==> config.mk <==
export PLATFORM = sky130hd
export DESIGN_NAME = nec_ir_frame_receiver
export DESIGN_NICKNAME = d
export VERILOG_FILES = /design/src/nir_pkg.sv /design/src/nec_ir_frame_receiver.sv /design/src/nir_front.sv /design/src/nir_fifo.sv /design/src/nir_back.sv
export SDC_FILE = /design/constraint.sdc
export NUM_CORES = 1
export LEC_CHECK = 0
export ABC_AREA = 1
export BUFFER_PORTS_ARGS = -buffer_cell sky130_fd_sc_hd__buf_2
export CAP_MARGIN = 20
export CORE_MARGIN = 3
export CORE_UTILIZATION = 50
export DETAILED_ROUTE_END_ITERATION = 6
export PLACE_DENSITY = 0.68
export SLEW_MARGIN = 20
export SYNTH_ARGS = -nofsm -noshare
export SYNTH_HDL_FRONTEND = slang
export SYNTH_SLANG_ARGS = --single-unit
export TNS_END_PERCENT = 10
==> constraint.sdc <==
create_clock -name clk -period 4.6 [get_ports clk]
set_input_delay 1.38 -clock clk [delete_from_list [all_inputs] [get_ports clk]]
set_output_delay 1.38 -clock clk [all_outputs]
set_load 0.01 [all_outputs]
==> src/nir_pkg.sv <==
// nir_pkg: shared types and constants for the nec infrared frame receiver
// no dependencies; imported by every module of the block

package nir_pkg;

  localparam int unsigned INTERVAL_W = 16;
  localparam int unsigned EDGE_W     = 7;
  localparam int unsigned NUM_REGS   = 8;
  localparam int unsigned REG_IDX_W  = 3;
  localparam int unsigned FIFO_DEPTH = 2;
  localparam int unsigned FIFO_PTR_W = 1;
  localparam int unsigned FIFO_CNT_W = 2;

  localparam logic [EDGE_W-1:0] FRAME_EDGES = 7'd67;

  localparam logic [INTERVAL_W-1:0] MARK_MIN_US       = 16'd400;
  localparam logic [INTERVAL_W-1:0] MARK_MAX_US       = 16'd700;
  localparam logic [INTERVAL_W-1:0] ONE_SPACE_MIN_US  = 16'd1500;
  localparam logic [INTERVAL_W-1:0] ONE_SPACE_MAX_US  = 16'd1900;
  localparam logic [INTERVAL_W-1:0] ZERO_SPACE_MIN_US = 16'd400;
  localparam logic [INTERVAL_W-1:0] ZERO_SPACE_MAX_US = 16'd700;

  typedef enum logic [REG_IDX_W-1:0] {
    REG_START_MARK_MIN  = 3'd0,
    REG_START_MARK_MAX  = 3'd1,
    REG_START_SPACE_MIN = 3'd2,
    REG_START_SPACE_MAX = 3'd3,
    REG_ONE_PERIOD_MIN  = 3'd4,
    REG_ONE_PERIOD_MAX  = 3'd5,
    REG_ZERO_PERIOD_MIN = 3'd6,
    REG_ZERO_PERIOD_MAX = 3'd7
  } reg_idx_t;

  localparam logic [INTERVAL_W-1:0] REG_RESET [NUM_REGS] = '{
    16'd8000, 16'd10000, 16'd4000, 16'd5000, 16'd2000, 16'd2500, 16'd900, 16'd1350
  };

  typedef struct packed {
    logic [INTERVAL_W-1:0] mark_min;
    logic [INTERVAL_W-1:0] mark_max;
    logic [INTERVAL_W-1:0] space_min;
    logic [INTERVAL_W-1:0] space_max;
  } start_cfg_t;

  typedef struct packed {
    logic [INTERVAL_W-1:0] one_min;
    logic [INTERVAL_W-1:0] one_max;
    logic [INTERVAL_W-1:0] zero_min;
    logic [INTERVAL_W-1:0] zero_max;
  } period_cfg_t;

  // classified edge travelling from front to back
  typedef struct packed {
    logic [INTERVAL_W-1:0] interval;
    logic                  clear;
    logic                  start_mark_ok;
    logic                  start_space_ok;
    logic                  symbol_ok;
  } item_t;

endpackage

==> src/nec_ir_frame_receiver.sv <==
// nec_ir_frame_receiver: top level, configuration registers and the front/queue/back chain
// depends on nir_pkg, nir_front, nir_fifo, nir_back
//
//  channel   direction  handshake                content
//  s_*       in         s_tvalid / s_tready      one edge interval per transaction
//  m_*       out        m_tvalid / m_tready      decoder status after each edge
//  cfg_*     in         cfg_wen                  window register write, no read-back
//
// one transaction in and one out per cycle while m_tready is high; an input edge reaches its
// result through the two-entry queue and the result register in the back part
// rst clears decoder state and reloads the window registers with their defaults
// a stalled result holds the back part; the queue keeps taking input until full

module nec_ir_frame_receiver import nir_pkg::*; (
  input  logic                  clk,
  input  logic                  rst,
  input  logic                  s_tvalid,
  output logic                  s_tready,
  input  logic [23:0]           s_tdata,   // interval_us[15:0], line_high[16], zero pad
  input  logic                  s_tuser,   // clear[0]
  output logic                  m_tvalid,
  input  logic                  m_tready,
  output logic [47:0]           m_tdata,   // frame_done[0], frame_error[1], command_first[9:2],
                                           // command_second[17:10], data_first[25:18],
                                           // data_second[33:26], edges_seen[40:34], zero pad
  input  logic                  cfg_wen,
  input  logic [REG_IDX_W-1:0]  cfg_index,
  input  logic [INTERVAL_W-1:0] cfg_wdata
);

  logic [INTERVAL_W-1:0] regs [NUM_REGS];
  start_cfg_t            start_cfg;
  period_cfg_t           period_cfg;
  logic                  push, full, pop, not_empty;
  item_t                 push_item, head;

  always_ff @(posedge clk) begin
    if (rst) begin
      regs <= REG_RESET;
    end else if (cfg_wen) begin
      regs[cfg_index] <= cfg_wdata;
    end
  end

  always_comb begin
    start_cfg.mark_min   = regs[REG_START_MARK_MIN];
    start_cfg.mark_max   = regs[REG_START_MARK_MAX];
    start_cfg.space_min  = regs[REG_START_SPACE_MIN];
    start_cfg.space_max  = regs[REG_START_SPACE_MAX];
    period_cfg.one_min   = regs[REG_ONE_PERIOD_MIN];
    period_cfg.one_max   = regs[REG_ONE_PERIOD_MAX];
    period_cfg.zero_min  = regs[REG_ZERO_PERIOD_MIN];
    period_cfg.zero_max  = regs[REG_ZERO_PERIOD_MAX];
  end

  nir_front u_front (
    .s_tvalid  (s_tvalid),
    .s_tready  (s_tready),
    .s_tdata   (s_tdata),
    .s_tuser   (s_tuser),
    .start_cfg (start_cfg),
    .fifo_full (full),
    .push      (push),
    .push_item (push_item)
  );

  nir_fifo u_fifo (
    .clk       (clk),
    .rst       (rst),
    .push      (push),
    .push_item (push_item),
    .full      (full),
    .pop       (pop),
    .not_empty (not_empty),
    .head      (head)
  );

  nir_back u_back (
    .clk        (clk),
    .rst        (rst),
    .not_empty  (not_empty),
    .head       (head),
    .pop        (pop),
    .period_cfg (period_cfg),
    .m_tvalid   (m_tvalid),
    .m_tready   (m_tready),
    .m_tdata    (m_tdata)
  );

endmodule

==> src/nir_front.sv <==
// nir_front: accepts input transactions and classifies the interval against the windows
// depends on nir_pkg; feeds nir_fifo

module nir_front import nir_pkg::*; (
  input  logic                  s_tvalid,
  output logic                  s_tready,
  input  logic [23:0]           s_tdata,
  input  logic                  s_tuser,
  input  start_cfg_t            start_cfg,
  input  logic                  fifo_full,
  output logic                  push,
  output item_t                 push_item
);

  logic [INTERVAL_W-1:0] t;
  logic                  line_high;

  assign t         = s_tdata[INTERVAL_W-1:0];
  assign line_high = s_tdata[INTERVAL_W];
  assign s_tready  = !fifo_full;
  assign push      = s_tvalid && !fifo_full;

  always_comb begin
    push_item.interval       = t;
    push_item.clear          = s_tuser;
    push_item.start_mark_ok  = line_high && (t >= start_cfg.mark_min)
                               && (t <= start_cfg.mark_max);
    push_item.start_space_ok = (t >= start_cfg.space_min) && (t <= start_cfg.space_max);
    push_item.symbol_ok      = ((t >= MARK_MIN_US) && (t <= MARK_MAX_US))
                               || ((t >= ONE_SPACE_MIN_US) && (t <= ONE_SPACE_MAX_US))
                               || ((t >= ZERO_SPACE_MIN_US) && (t <= ZERO_SPACE_MAX_US));
  end

endmodule

==> src/nir_fifo.sv <==
// nir_fifo: two-entry queue of classified edges between front and back
// depends on nir_pkg

module nir_fifo import nir_pkg::*; (
  input  logic  clk,
  input  logic  rst,
  input  logic  push,
  input  item_t push_item,
  output logic  full,
  input  logic  pop,
  output logic  not_empty,
  output item_t head
);

  item_t                 mem [FIFO_DEPTH];
  logic [FIFO_PTR_W-1:0] wr_ptr;
  logic [FIFO_PTR_W-1:0] rd_ptr;
  logic [FIFO_CNT_W-1:0] count;

  assign full      = (count == FIFO_CNT_W'(FIFO_DEPTH));
  assign not_empty = (count != '0);
  assign head      = mem[rd_ptr];

  always_ff @(posedge clk) begin
    if (push) begin
      mem[wr_ptr] <= push_item;
    end
  end

  always_ff @(posedge clk) begin
    if (rst) begin
      wr_ptr <= '0;
      rd_ptr <= '0;
      count  <= '0;
    end else begin
      if (push) wr_ptr <= wr_ptr + 1'b1;
      if (pop)  rd_ptr <= rd_ptr + 1'b1;
      unique case ({push, pop})
        2'b10:   count <= count + 1'b1;
        2'b01:   count <= count - 1'b1;
        default: count <= count;
      endcase
    end
  end

  no_overflow: assert property (@(posedge clk) disable iff (rst) push |-> !full || pop)
    else $error("queue written while full");
  no_underflow: assert property (@(posedge clk) disable iff (rst) pop |-> not_empty)
    else $error("queue read while empty");
  count_range: assert property (@(posedge clk) disable iff (rst)
    count <= FIFO_CNT_W'(FIFO_DEPTH))
    else $error("queue count out of range");

endmodule

==> src/nir_back.sv <==
// nir_back: frame decoder state, bit assembly and the registered result
// depends on nir_pkg; takes classified edges from nir_fifo

module nir_back import nir_pkg::*; (
  input  logic        clk,
  input  logic        rst,
  input  logic        not_empty,
  input  item_t       head,
  output logic        pop,
  input  period_cfg_t period_cfg,
  output logic        m_tvalid,
  input  logic        m_tready,
  output logic [47:0] m_tdata
);

  logic [EDGE_W-1:0]     edge_count, edge_count_next;
  logic [INTERVAL_W-1:0] prev_interval, prev_interval_next;
  logic                  err, err_next;
  logic [7:0]            frame_bytes [4];
  logic [7:0]            frame_bytes_next [4];

  logic [INTERVAL_W:0]   sum;
  logic [EDGE_W-1:0]     cnt_inc;
  logic [4:0]            bit_idx;
  logic                  one_hit, zero_hit;

  assign pop     = not_empty && (!m_tvalid || m_tready);
  assign sum     = {1'b0, head.interval} + {1'b0, prev_interval};
  assign cnt_inc = edge_count + 1'b1;
  assign bit_idx = cnt_inc[5:1] - 5'd2;
  assign one_hit = (sum >= {1'b0, period_cfg.one_min}) && (sum <= {1'b0, period_cfg.one_max});
  assign zero_hit = (sum >= {1'b0, period_cfg.zero_min})
                    && (sum <= {1'b0, period_cfg.zero_max});

  always_comb begin
    edge_count_next    = edge_count;
    prev_interval_next = prev_interval;
    err_next           = err;
    frame_bytes_next   = frame_bytes;
    if (head.clear) begin
      edge_count_next    = '0;
      prev_interval_next = '0;
      err_next           = 1'b0;
      for (int i = 0; i < 4; i++) frame_bytes_next[i] = '0;
    end else if (!err && edge_count < FRAME_EDGES) begin
      priority if (edge_count == '0) begin
        if (head.start_mark_ok) edge_count_next = 7'd1;
        else err_next = 1'b1;
      end else if (edge_count == 7'd1) begin
        if (head.start_space_ok) edge_count_next = 7'd2;
        else err_next = 1'b1;
        prev_interval_next = head.interval;
      end else begin
        prev_interval_next = head.interval;
        if (!head.symbol_ok) begin
          err_next = 1'b1;
        end else begin
          edge_count_next = cnt_inc;
          if (!cnt_inc[0] && cnt_inc < FRAME_EDGES) begin
            priority if (one_hit) frame_bytes_next[bit_idx[4:3]][bit_idx[2:0]] = 1'b1;
            else if (zero_hit) frame_bytes_next[bit_idx[4:3]][bit_idx[2:0]] = 1'b0;
            else err_next = 1'b1;
          end
        end
      end
    end
  end

  always_ff @(posedge clk) begin
    if (rst) begin
      edge_count    <= '0;
      prev_interval <= '0;
      err           <= 1'b0;
      for (int i = 0; i < 4; i++) frame_bytes[i] <= '0;
      m_tvalid      <= 1'b0;
    end else begin
      if (pop) begin
        edge_count    <= edge_count_next;
        prev_interval <= prev_interval_next;
        err           <= err_next;
        frame_bytes   <= frame_bytes_next;
      end
      if (pop) m_tvalid <= 1'b1;
      else if (m_tready) m_tvalid <= 1'b0;
    end
  end

  assign m_tdata = {7'd0, edge_count, frame_bytes[3], frame_bytes[2], frame_bytes[1],
                    frame_bytes[0], err, (edge_count >= FRAME_EDGES)};

  count_bound: assert property (@(posedge clk) disable iff (rst) edge_count <= FRAME_EDGES)
    else $error("edge count past end of frame");
  error_freezes: assert property (@(posedge clk) disable iff (rst)
    (err && !(pop && head.clear)) |=> $stable(edge_count) && err)
    else $error("latched error did not hold the frame");
  done_holds: assert property (@(posedge clk) disable iff (rst)
    (edge_count == FRAME_EDGES && !(pop && head.clear)) |=> edge_count == FRAME_EDGES)
    else $error("finished frame changed without clear");

endmodule

# == Yosys cells after proc, flatten, opt, wreduce, memory -nomap -nowiden ==
# Memories as Yosys holds them, arrays and structs flattened. A register that Yosys moved wholly into a read port is not among the register bits.
# Cells that the tools add are included.
# totals
input_bits,49
out_inout_bits,50
n_memories,1
ramBits,40
regBits,189
# memory_table
name,depth,width,read_ports,rd_clocked_by_memory_dff,write_ports,line,source
u_fifo.mem,2,20,1,1,1,nir_fifo.sv:15,item_t mem [FIFO_DEPTH];
# classes
eq_ne,13
n_reduce_logical,34
n_mux,42
bitwise_logic,5
n_lt_le_gt_ge,21
add_sub_neg,7
# ops
op,n
32-bit 2-to-1 mux,8
128-bit bitwise mux,1
16-bit 2-to-1 mux,4
7-bit 2-to-1 mux,7
16-bit demux with 3-bit select,1
17-bit by 16-bit >= comparator with 1-bit output,2
17-bit by 16-bit less-or-equal comparator with 1-bit output,2
32-bit bitwise AND,1
16-bit >= comparator,2
16-bit less-or-equal comparator,2
32-bit inverter,1
32-bit OR,1
16-bit by 16-bit adder with 17-bit output,1
1-bit 2-to-1 mux,17
8-bit demux with 2-bit select,1
16-bit by 11-bit >= comparator with 1-bit output (second input constant),1
16-bit by 9-bit >= comparator with 1-bit output (second input constant),1
16-bit by 10-bit less-or-equal comparator with 1-bit output (second input constant),1
16-bit by 11-bit less-or-equal comparator with 1-bit output (second input constant),1
5-bit != test (second input constant),3
1-bit logical AND,14
7-bit less-than comparator (second input constant),2
7-bit AND reduction,2
2-bit nonzero test,6
30 further kinds,40

# == Logic depth before layout (Yosys ltp) ==
# Gate-level depths: netlist (run 1).
# logic_depth
ltp_word,18
mapped_depth,33

# == Modules after synthesis ==
# Synthesis (run 1) repeated with hierarchy kept, for this count alone.
# unflattened
cells_unflattened,2079
hier_area_um2,14954.3
# modules_own_cells
module,cells_each,n_inst,area_each_um2
nir_back,964,1,6223.5
nec_ir_frame_receiver,684,1,4969.8
nir_front,336,1,2011.9
nir_fifo,95,1,1749.2

# == Worst setup path before layout (run 1) ==
# OpenSTA, ideal clock, no wires.
# synth_timing
path_kind,flip-flop to flip-flop
startpoint,register (tool-made name)
endpoint,"register u_back.frame_bytes, in the netlist u_back.m_tdata[3]"
setup_time_ns,0.064
t_arrival_ns,3.973
synth_period_minus_slack_ns,4.037
n_path_buf,3
path_slack_ns,0.563
path_stages_with_launch,29
required_ns,4.536
path_cell_list,dfxtp_1 > clkbuf_1 > clkbuf_1 > nand2_1 > nand2_1 > ha_1 > nand2_1 > nor3_1 > nand2_1 > o211ai_1 > nand3_1 > and2_1 > o21ai_0 > nand3_1 > o21ai_0 > xor2_1 > ha_1 > nand4_1 > nor2_1 > nor3_1 > nand2_1 > nand2_2 > nand2_1 > nand2_1 > nand2_2 > nand2_4 > buf_2 > nor2_1 > nor2_1
# synth_rtl
item,line,source
"end signal, assigned",nir_back.sv:81,frame_bytes <= frame_bytes_next;
"end, declared",nir_back.sv:19,logic [7:0] frame_bytes [4];

==> impl_results.md, run 1 <==
* Outcome: finished, final reports clean
* Min Tclk post-route at 4.30 ns
* Max H-tree Level at 1
* Slew HR at 54.0%
* Initial antenna violation count at 1
* Fillers at 2454
* Crit-path max FO at 16
* Hold-critical path depth at 2
* CP dominant cell by count: nand2_1
* GP Congestion at 0.867
* Switching share of power at 43.0%
* Sequential Power Share at 26.5%
* Vias in the first global route at 10900
* Post-Route WL at 34700 um
* Gate power share at 51.7%
* Drt drc at 0
* Dpl hpwl at 24400 um
* Io pins at 99
* Share of cells above drive strength 1 at 11.5%
* Cell variety after synth at 49
* Post-synth EDFFs at 40
* Number of buffers added on ports at 84
* # setup viols final at 0
* Final WS setup at 0.303 ns
* Initial Util at 51.0%
* Placeable Area at 26100 um2
* HP Class: reg -> reg
* Slowest CP cell: dfxtp_2
* Final Hold Viols at 0
* Share of total power in the clock network at 21.8%
* First-pass GRT wire length at 55800 um
* Synth async-reset ratio at 0%
* Root buffer cell: clkbuf_16
* Sink Count at 230
* R2R Path End: u_back.m_tdata[8]
* Placement Rows at 59
* Power Dens Cells at 628 nW/um2
* Hold WS at 0.455 ns
* Nets at 2051
* Post-route ant nets at 0
* Fmax achieved at 233 MHz
* Post-placement setup slack at 0.0901 ns
* All-layer global routing usage at 23.9%
* Most numerous cell in the Yosys netlist: nand2_1
* Net Sw Power at 4.10 mW
* Hold Path Sink: regs[75]
* Area grow syn2layout at 14.1%
* Ys flop type: dfxtp_1
* Slack of the worst reg-to-reg path at 0.30 ns
* Max VDD drop at 0.000431 V
* CP startpoint kind: flop
* First-pass detailed-route iteration total at 7
* Chip height at 169 um
* CTS tree: done
* Register Area at 5010 um2
* Crit end category: flop
* Leak at 7.05 nW
* Vias at 11800
* Top cell type's share of synthesized area at 28.5%
* Syn_area_per_cell at 7.54 um2
* P_int at 5.44 mW
* Grt total ovfl at 0
* Period utilisation layout at 93.4%
* Iteration-0 DRC Markers at 875
* Skew final at 0.00808 ns
* DIE WIDTH at 169 um
* Final Max Slew Viols at 0
* Worst EP arrival at 4.77 ns
* Worst r2r path cells at 30
* WL per Instance at 15.7 um
* FF+latch count, synth at 230
* Clk slew on worst S/H paths at 0.06 ns
* CTS buffer count at 27
* Mapped Cells at 1767
* Clock buffer depth at 3
* Hold path start: regs[75]
* Pin count of the biggest net entering global routing at 65
* Worst-Margin Slew at 0.687 ns
* Die area at 28700 um2
* Max-cap check violation count at 0
* Total Power at 9.54 mW
* Ys Warns at 0
* Max stage delay on crit path at 0.35 ns
* Vias per inst at 5.36
* Hold buffer count at cts at 0
* Main area contributors after synthesis: dfxtp_1 (29%), ha_1 (14%), nand2_1 (9.8%)
* Clock Latency Late Sink at 0.53 ns
* Area leader, netlist: dfxtp_1
* Sequential share of the synthesized area at 37.6%
* Critical path data required time at 5.07 ns
* WS Path Type: reg -> reg
* Cell Area, Synth at 13300 um2
* Footprint of the multi-input gates at 7190 um2
* Top cells by instance count after synthesis: nand2_1 (349), inv_1 (232), a21oi_1 (195)
## through the flow
stage	cells	area, um2	utilization [%]	setup TNS [ns]
after CTS	2203	15100	57.6	0
after global placement	2155	14200	54.3	0
after global routing	2208	15200	58.2	-0.0149
after detailed placement	2155	14200	54.3	0
after floorplan	1773	13400	-	0
final	2208	15200	58.2	0
## cell usage in the layout, fill, tap and decap left out, types with 11 or more instances in the layout
master     netlist  routed
xor2_1          12      11
nand2_1        349     346
buf_2           11      84
o21ai_0        135     132
buf_4           11      37
nand4_1         16      16
a21oi_1        195     195
nand3_1         59      58
a21o_1          12      12
edfxtp_1        40      40
a211oi_1        12      12
nor2_1         153     152
a31oi_1         21      21
ha_1           148     144
inv_1          232     231
clkbuf_16        0      27
o211ai_1        39      39
nor3_1          19      17
dfxtp_1        190     189
## worst max-delay path, delay by kind of cell (launching register included)
kind	cells	cell delay (ns)
AOI/OAI and AO/OA	3	0.45
xor gates and xnor gates	1	0.09
adders and majority gates	2	0.61
buffers and inverters	5	0.67
DFF	1	0.35
and+or+nand+nor	19	2.09
## sequential cells by signal (all words and copies together) (netlist names), named ones only
register	flops
u_back.m_tvalid	1
u_back.m_tdata	32
u_back.prev_interval	16
u_fifo.wr_ptr	1
u_fifo.mem	40
u_back.err	1
regs	64
u_back.edge_count	7
period_cfg	64
u_fifo.rd_ptr	1
u_fifo.count	2
## repair_timing
| action | in CTS | in global routing |
|---|---|---|
| endpoints found under the setup margin | 0 | 33 |
| resized for setup | 0 | 22 |
| setup buffers | 0 | 4 |
## worst max path at each step
stage / start / end / slack [ns] / depth (start not counted)
after CTS: flop / u_back.m_tdata[8] / 0.06 / 30
after detailed placement: flop / u_back.m_tdata[22] / 0.09 / 30
final: flop / u_back.m_tdata[8] / 0.30 / 30
after floorplan: flop / u_back.m_tdata[3] / 0.56 / 28
after global routing: flop / u_back.m_tdata[26] / -0.01 / 34
after global placement: flop / u_back.m_tdata[7] / 0.19 / 30
## logic make-up after synthesis
logic type / after synthesis / share of synthesized area (%)
fa+ha+maj: 149 / 14.0
xor+xnor: 17 / 1.31
simple gates: 620 / 19.3
flops: 230 / 37.6
compound gates: 430 / 18.0
other cells: 1 / 0.0281
mux: 2 / 0.150
buf+inv: 318 / 9.56
## power groups by stage
| stage | registers (mW) | clock network (mW) | logic [mW] |
|---|---|---|---|
| global placement | 2.55 | 0 | 4.63 |
| floorplan | 2.60 | 0 | 3.18 |
| detailed placement | 2.56 | 0 | 4.72 |
| global route | 2.56 | 2.21 | 5.56 |
| CTS | 2.52 | 2.12 | 4.75 |
| finish | 2.53 | 2.08 | 4.93 |
## area by class of cell
| type | count | share of cell area [%] |
|---|---|---|
| clock buffer | 39 | 4.94 |
| antenna | 1 | 0.0165 |
| timing repair buffer | 127 | 5.38 |
| inverter | 242 | 5.99 |
| sequential | 230 | 32.9 |
| clock inverter | 9 | 0.683 |
| multi-input combinational | 1225 | 47.3 |
| tap | 335 | 2.76 |
## routing by layer
layer	wire length (um)	GRT usage (%)	up-vias	part of all wire, %
met5	0	0	-	0
met4	901	6.26	0	2.6
met3	1880	2.80	55	5.4
met2	15600	38.9	302	45
met1	16300	33.9	5430	47
li1	-	-	6038	-
(Power assumes the default switching activity.)
==> run 2: changes to the inputs <==
--- a/config.mk
+++ b/config.mk
@@ -15,5 +15,6 @@
 export SLEW_MARGIN = 20
 export SYNTH_ARGS = -nofsm -noshare
 export SYNTH_HDL_FRONTEND = slang
+export SYNTH_HIERARCHICAL = 1
 export SYNTH_SLANG_ARGS = --single-unit
 export TNS_END_PERCENT = 10
==> run 2 against run 1 <==
  * Synthesized cell count grew 18%
  * Clock skew up 0.020 ns
  * Combinational power fell by 5.9%
  * Die area increased by 12%
  * Critical path type unchanged
  * Largest cell class unchanged
==> impl_results.md, run 2 <==
* Post-route ant nets at 0 (unchanged)
* Top cell type's share of synthesized area at 25.4% (was 28.5%)
* Post-Route WL at 39600 um (was 34700 um)
* CTS buffer count at 28 (was 27)
* Placement Rows at 62 (was 59)
* Crit end category: flop (unchanged)
* Period utilisation layout at 95.2% (was 93.4%)
* Final Hold Viols at 0 (unchanged)
* Top cells by instance count after synthesis: nand2_1 (490), nor2_1 (315), inv_1 (251) (was nand2_1 (349), inv_1 (232), a21oi_1 (195))
* HP Class: reg -> reg (unchanged)
* Mapped Cells at 2079 (was 1767)
* Mux contribution to synthesized area at 2.01% (was 0.150%)
* Max-cap check violation count at 0 (unchanged)
* Met1 Routed Length at 18100 um (was 16300 um)
* P_int at 5.39 mW (was 5.44 mW)
* Commonest cells after routing, fill and taps aside: nand2_1 (488), nor2_1 (314), inv_1 (250), dfxtp_1 (189), nand3_1 (188) (was nand2_1 (346), inv_1 (231), a21oi_1 (195), dfxtp_1 (189), nor2_1 (152))
* Post-synth EDFFs at 40 (unchanged)
* Max stage delay on crit path at 0.38 ns (was 0.35 ns)
* Cell family with most CP delay: simple AND/OR/NAND/NOR gates (unchanged)
* DIE WIDTH at 179 um (was 169 um)
* Cell variety after synth at 55 (was 49)
* CTS tree: done (unchanged)
* Bufs and invs on worst path at 5 (unchanged)
* Final WS setup at 0.222 ns (was 0.303 ns)
* Leak at 8.26 nW (was 7.05 nW)
* Placeable Area at 29100 um2 (was 26100 um2)
* Number of buffers added on ports at 84 (unchanged)
* Share of cells above drive strength 1 at 15.2% (was 11.5%)
* Antenna fix cells at 0 (was 1)
* GP Congestion at 0.886 (was 0.867)
* Net Sw Power at 3.94 mW (was 4.10 mW)
* Simple-gate area share of the yosys netlist at 32.9% (was 19.3%)
* Pin count of the biggest net entering global routing at 90 (was 65)
* Setup_tns at 0 ns (unchanged)
* Nets at 2354 (was 2051)
* WS Path Type: reg -> reg (unchanged)
* Unrepaired setup endpoints after global routing: true
* Crit-path max FO at 14 (was 16)
* Share of total power in the clock network at 23.0% (was 21.8%)
* Fmax achieved at 228 MHz (was 233 MHz)
* Main combinational cell family by area after synthesis: simple AND/OR/NAND/NOR gates (unchanged)
* Iteration-0 DRC Markers at 979 (was 875)
* Ys flop type: dfxtp_1 (unchanged)
* Clock buffer depth at 3 (unchanged)
* WL per Instance at 15.5 um (was 15.7 um)
* Total Power at 9.33 mW (was 9.54 mW)
* Root buffer cell: clkbuf_16 (unchanged)
* Register Area at 5010 um2 (about the same)
* Sequential share of the synthesized area at 33.5% (was 37.6%)
* Clock Latency Late Sink at 0.57 ns (was 0.53 ns)
* Met3 Wirelength at 1950 um (was 1880 um)
* Min Tclk post-route at 4.38 ns (was 4.30 ns)
* Outcome: finished, final reports clean (unchanged)
* # setup viols final at 0 (unchanged)
* Power Dens Cells at 555 nW/um2 (was 628 nW/um2)
* Io pins at 99 (unchanged)
* Max H-tree Level at 1 (unchanged)
* Grt total ovfl at 0 (unchanged)
* Compound-gate portion of the synthesized area at 6.58% (was 18.0%)
* Switching share of power at 42.2% (was 43.0%)
* Most numerous cell in the Yosys netlist: nand2_1 (unchanged)
* Top Metal Used: met4 (unchanged)
* Fillers at 2794 (was 2454)
* Footprint of the multi-input gates at 8430 um2 (was 7190 um2)
* Non-Filler Instances at 2562 (was 2208)
* Inst Count DP at 2502 (was 2155)
* Skew final at 0.0277 ns (was 0.00808 ns)
* Dpl hpwl at 28000 um (was 24400 um)
* Sink Count at 230 (unchanged)
* Syn_area_per_cell at 7.19 um2 (was 7.54 um2)
* Clk slew on worst S/H paths at 0.06 ns (about the same)
* Main area contributors after synthesis: dfxtp_1 (25%), ha_1 (12%), nand2_1 (12%) (was dfxtp_1 (29%), ha_1 (14%), nand2_1 (9.8%))
* Vias per inst at 5.23 (was 5.36)
* Area grow syn2layout at 12.5% (was 14.1%)
* Sequential Power Share at 27.2% (was 26.5%)
* Worst-Margin Slew at 0.846 ns (was 0.687 ns)
* First-pass detailed-route iteration total at 6 (was 7)
* FF+latch count, synth at 230 (unchanged)
* CP dominant cell by count: nand2_1 (unchanged)
* Drt drc at 0 (unchanged)
* Ys Warns at 6 (was 0)
* Post-placement setup slack at -0.107 ns (was 0.0901 ns)
* Met2 WL at 18400 um (was 15600 um)
* Post-Synth XOR/XNOR Area at 1.23% (was 1.31%)
* First-pass GRT wire length at 62300 um (was 55800 um)
* Slew HR at 43.6% (was 54.0%)
* Synth async-reset ratio at 0% (unchanged)
* Vias at 13400 (was 11800)
* Hold WS at 0.464 ns (was 0.455 ns)
* All-layer global routing usage at 24.2% (was 23.9%)
* Critical path data required time at 5.04 ns (was 5.07 ns)
* Max VDD drop at 0.000306 V (was 0.000431 V)
* Initial antenna violation count at 0 (was 1)
* Slowest CP cell: dfxtp_4 (was dfxtp_2)
* Hold buffer count at cts at 0 (unchanged)
* Die area at 32000 um2 (was 28700 um2)
* Gate power share at 49.7% (was 51.7%)
* Final Max Slew Viols at 0 (unchanged)
* Area leader, netlist: dfxtp_1 (unchanged)
* Vias in the first global route at 12500 (was 10900)
* Chip height at 179 um (was 169 um)
* Initial Util at 51.4% (was 51.0%)
* Cell Area, Synth at 15000 um2 (was 13300 um2)
* Worst EP arrival at 4.82 ns (was 4.77 ns)
* Commonest non-fill, non-tap cell in the layout: nand2_1 (unchanged)
* CP startpoint kind: flop (unchanged)
* Adder-Cell Fraction of Synth Area at 12.5% (was 14.0%)
==> run 2: changes by cell type after synthesis, sizes merged, moves of 17 or more <==
| cell | delta |
|---|---|
| nor2 | +192 |
| mux2 | +20 |
| a31oi | -17 |
| buf | +57 |
| clkbuf | -36 |
| o21ai | -113 |
| nand2 | +161 |
| a21oi | -73 |
| o211ai | -37 |
| nand3 | +142 |
| inv | +28 |
==> run 2: repair_timing <==
action | 4_1_cts | 5_1_grt
gates cloned | 0 | 5
setup buffers | 0 | 3
pin swaps | 0 | 12
setup endpoints to repair | 33 | 33
gates resized for setup | 3 | 25
==> run 2: path summary, 6_finish.rpt <==
kind / from / to / slack, ns / depth (start not counted)
setup / recovery: flop / u_back/m_tdata[22] / 0.22 / 29
hold / removal: regs[67] / regs[67] / 0.46 / 2
setup reg to reg: flop / u_back/m_tdata[22] / 0.22 / 29
hold reg to reg: regs[67] / regs[67] / 0.46 / 2
==> run 2: cell families (layout without fill, tap and decap cells) <==
logic type               count (synthesis)  count (layout)
AND/OR/NAND/NOR                       1114            1115
buffers and inverters                  371             463
flip-flops                             230             230
AO/OA/AOI/OAI                          176             176
adder cells (fa/ha/maj)                149             149
multiplexers                            20              20
XOR/XNOR                                18              18
other                                    1               7
==> run 2: cell type report <==
cell class                      instances  area share, %
Clock inverter                         14          0.759
Timing Repair Buffer                  137           5.79
Clock buffer                           38           4.57
Multi-Input combinational cell       1485           50.1
Sequential cell                       230           29.8
Inverter                              274           6.14
Tap cell                              384           2.86
==> run 2: per-layer routing <==
layer / GRT usage [%] / vias up
met1: 32.5 / 6225
li1: - / 6745
met4: 7.66 / 0
met3: 2.84 / 72
met5: 0 / -
met2: 40.5 / 359
==> run 2: worst reg2reg max path: cells and delay by family, from the launching register on <==
kind	cells	cell delay, ns
multiplexers	1	0.32
adder cells (fa/ha/maj)	2	0.67
flip-flops	1	0.38
XOR/XNOR	1	0.28
buffers and inverters	5	0.73
AO/OA/AOI/OAI	3	0.45
AND/OR/NAND/NOR	17	1.42
==> run 2: power groups by stage <==
| stage | combinational (mW) | clock (mW) | sequential [mW] |
|---|---|---|---|
| finish | 4.64 | 2.15 | 2.54 |
| global route | 5.16 | 2.27 | 2.57 |
| CTS | 4.35 | 2.19 | 2.54 |
| detailed placement | 4.31 | 0 | 2.58 |
| global placement | 4.20 | 0 | 2.57 |
| floorplan | 3.07 | 0 | 2.60 |
==> run 2: stage by stage <==
step / util (%) / instance area (um2)
after global placement: 53.8 / 15700
after floorplan: - / 15000
after global routing: 57.8 / 16800
after detailed placement: 53.8 / 15700
after CTS: 57.0 / 16600
final: 57.8 / 16800
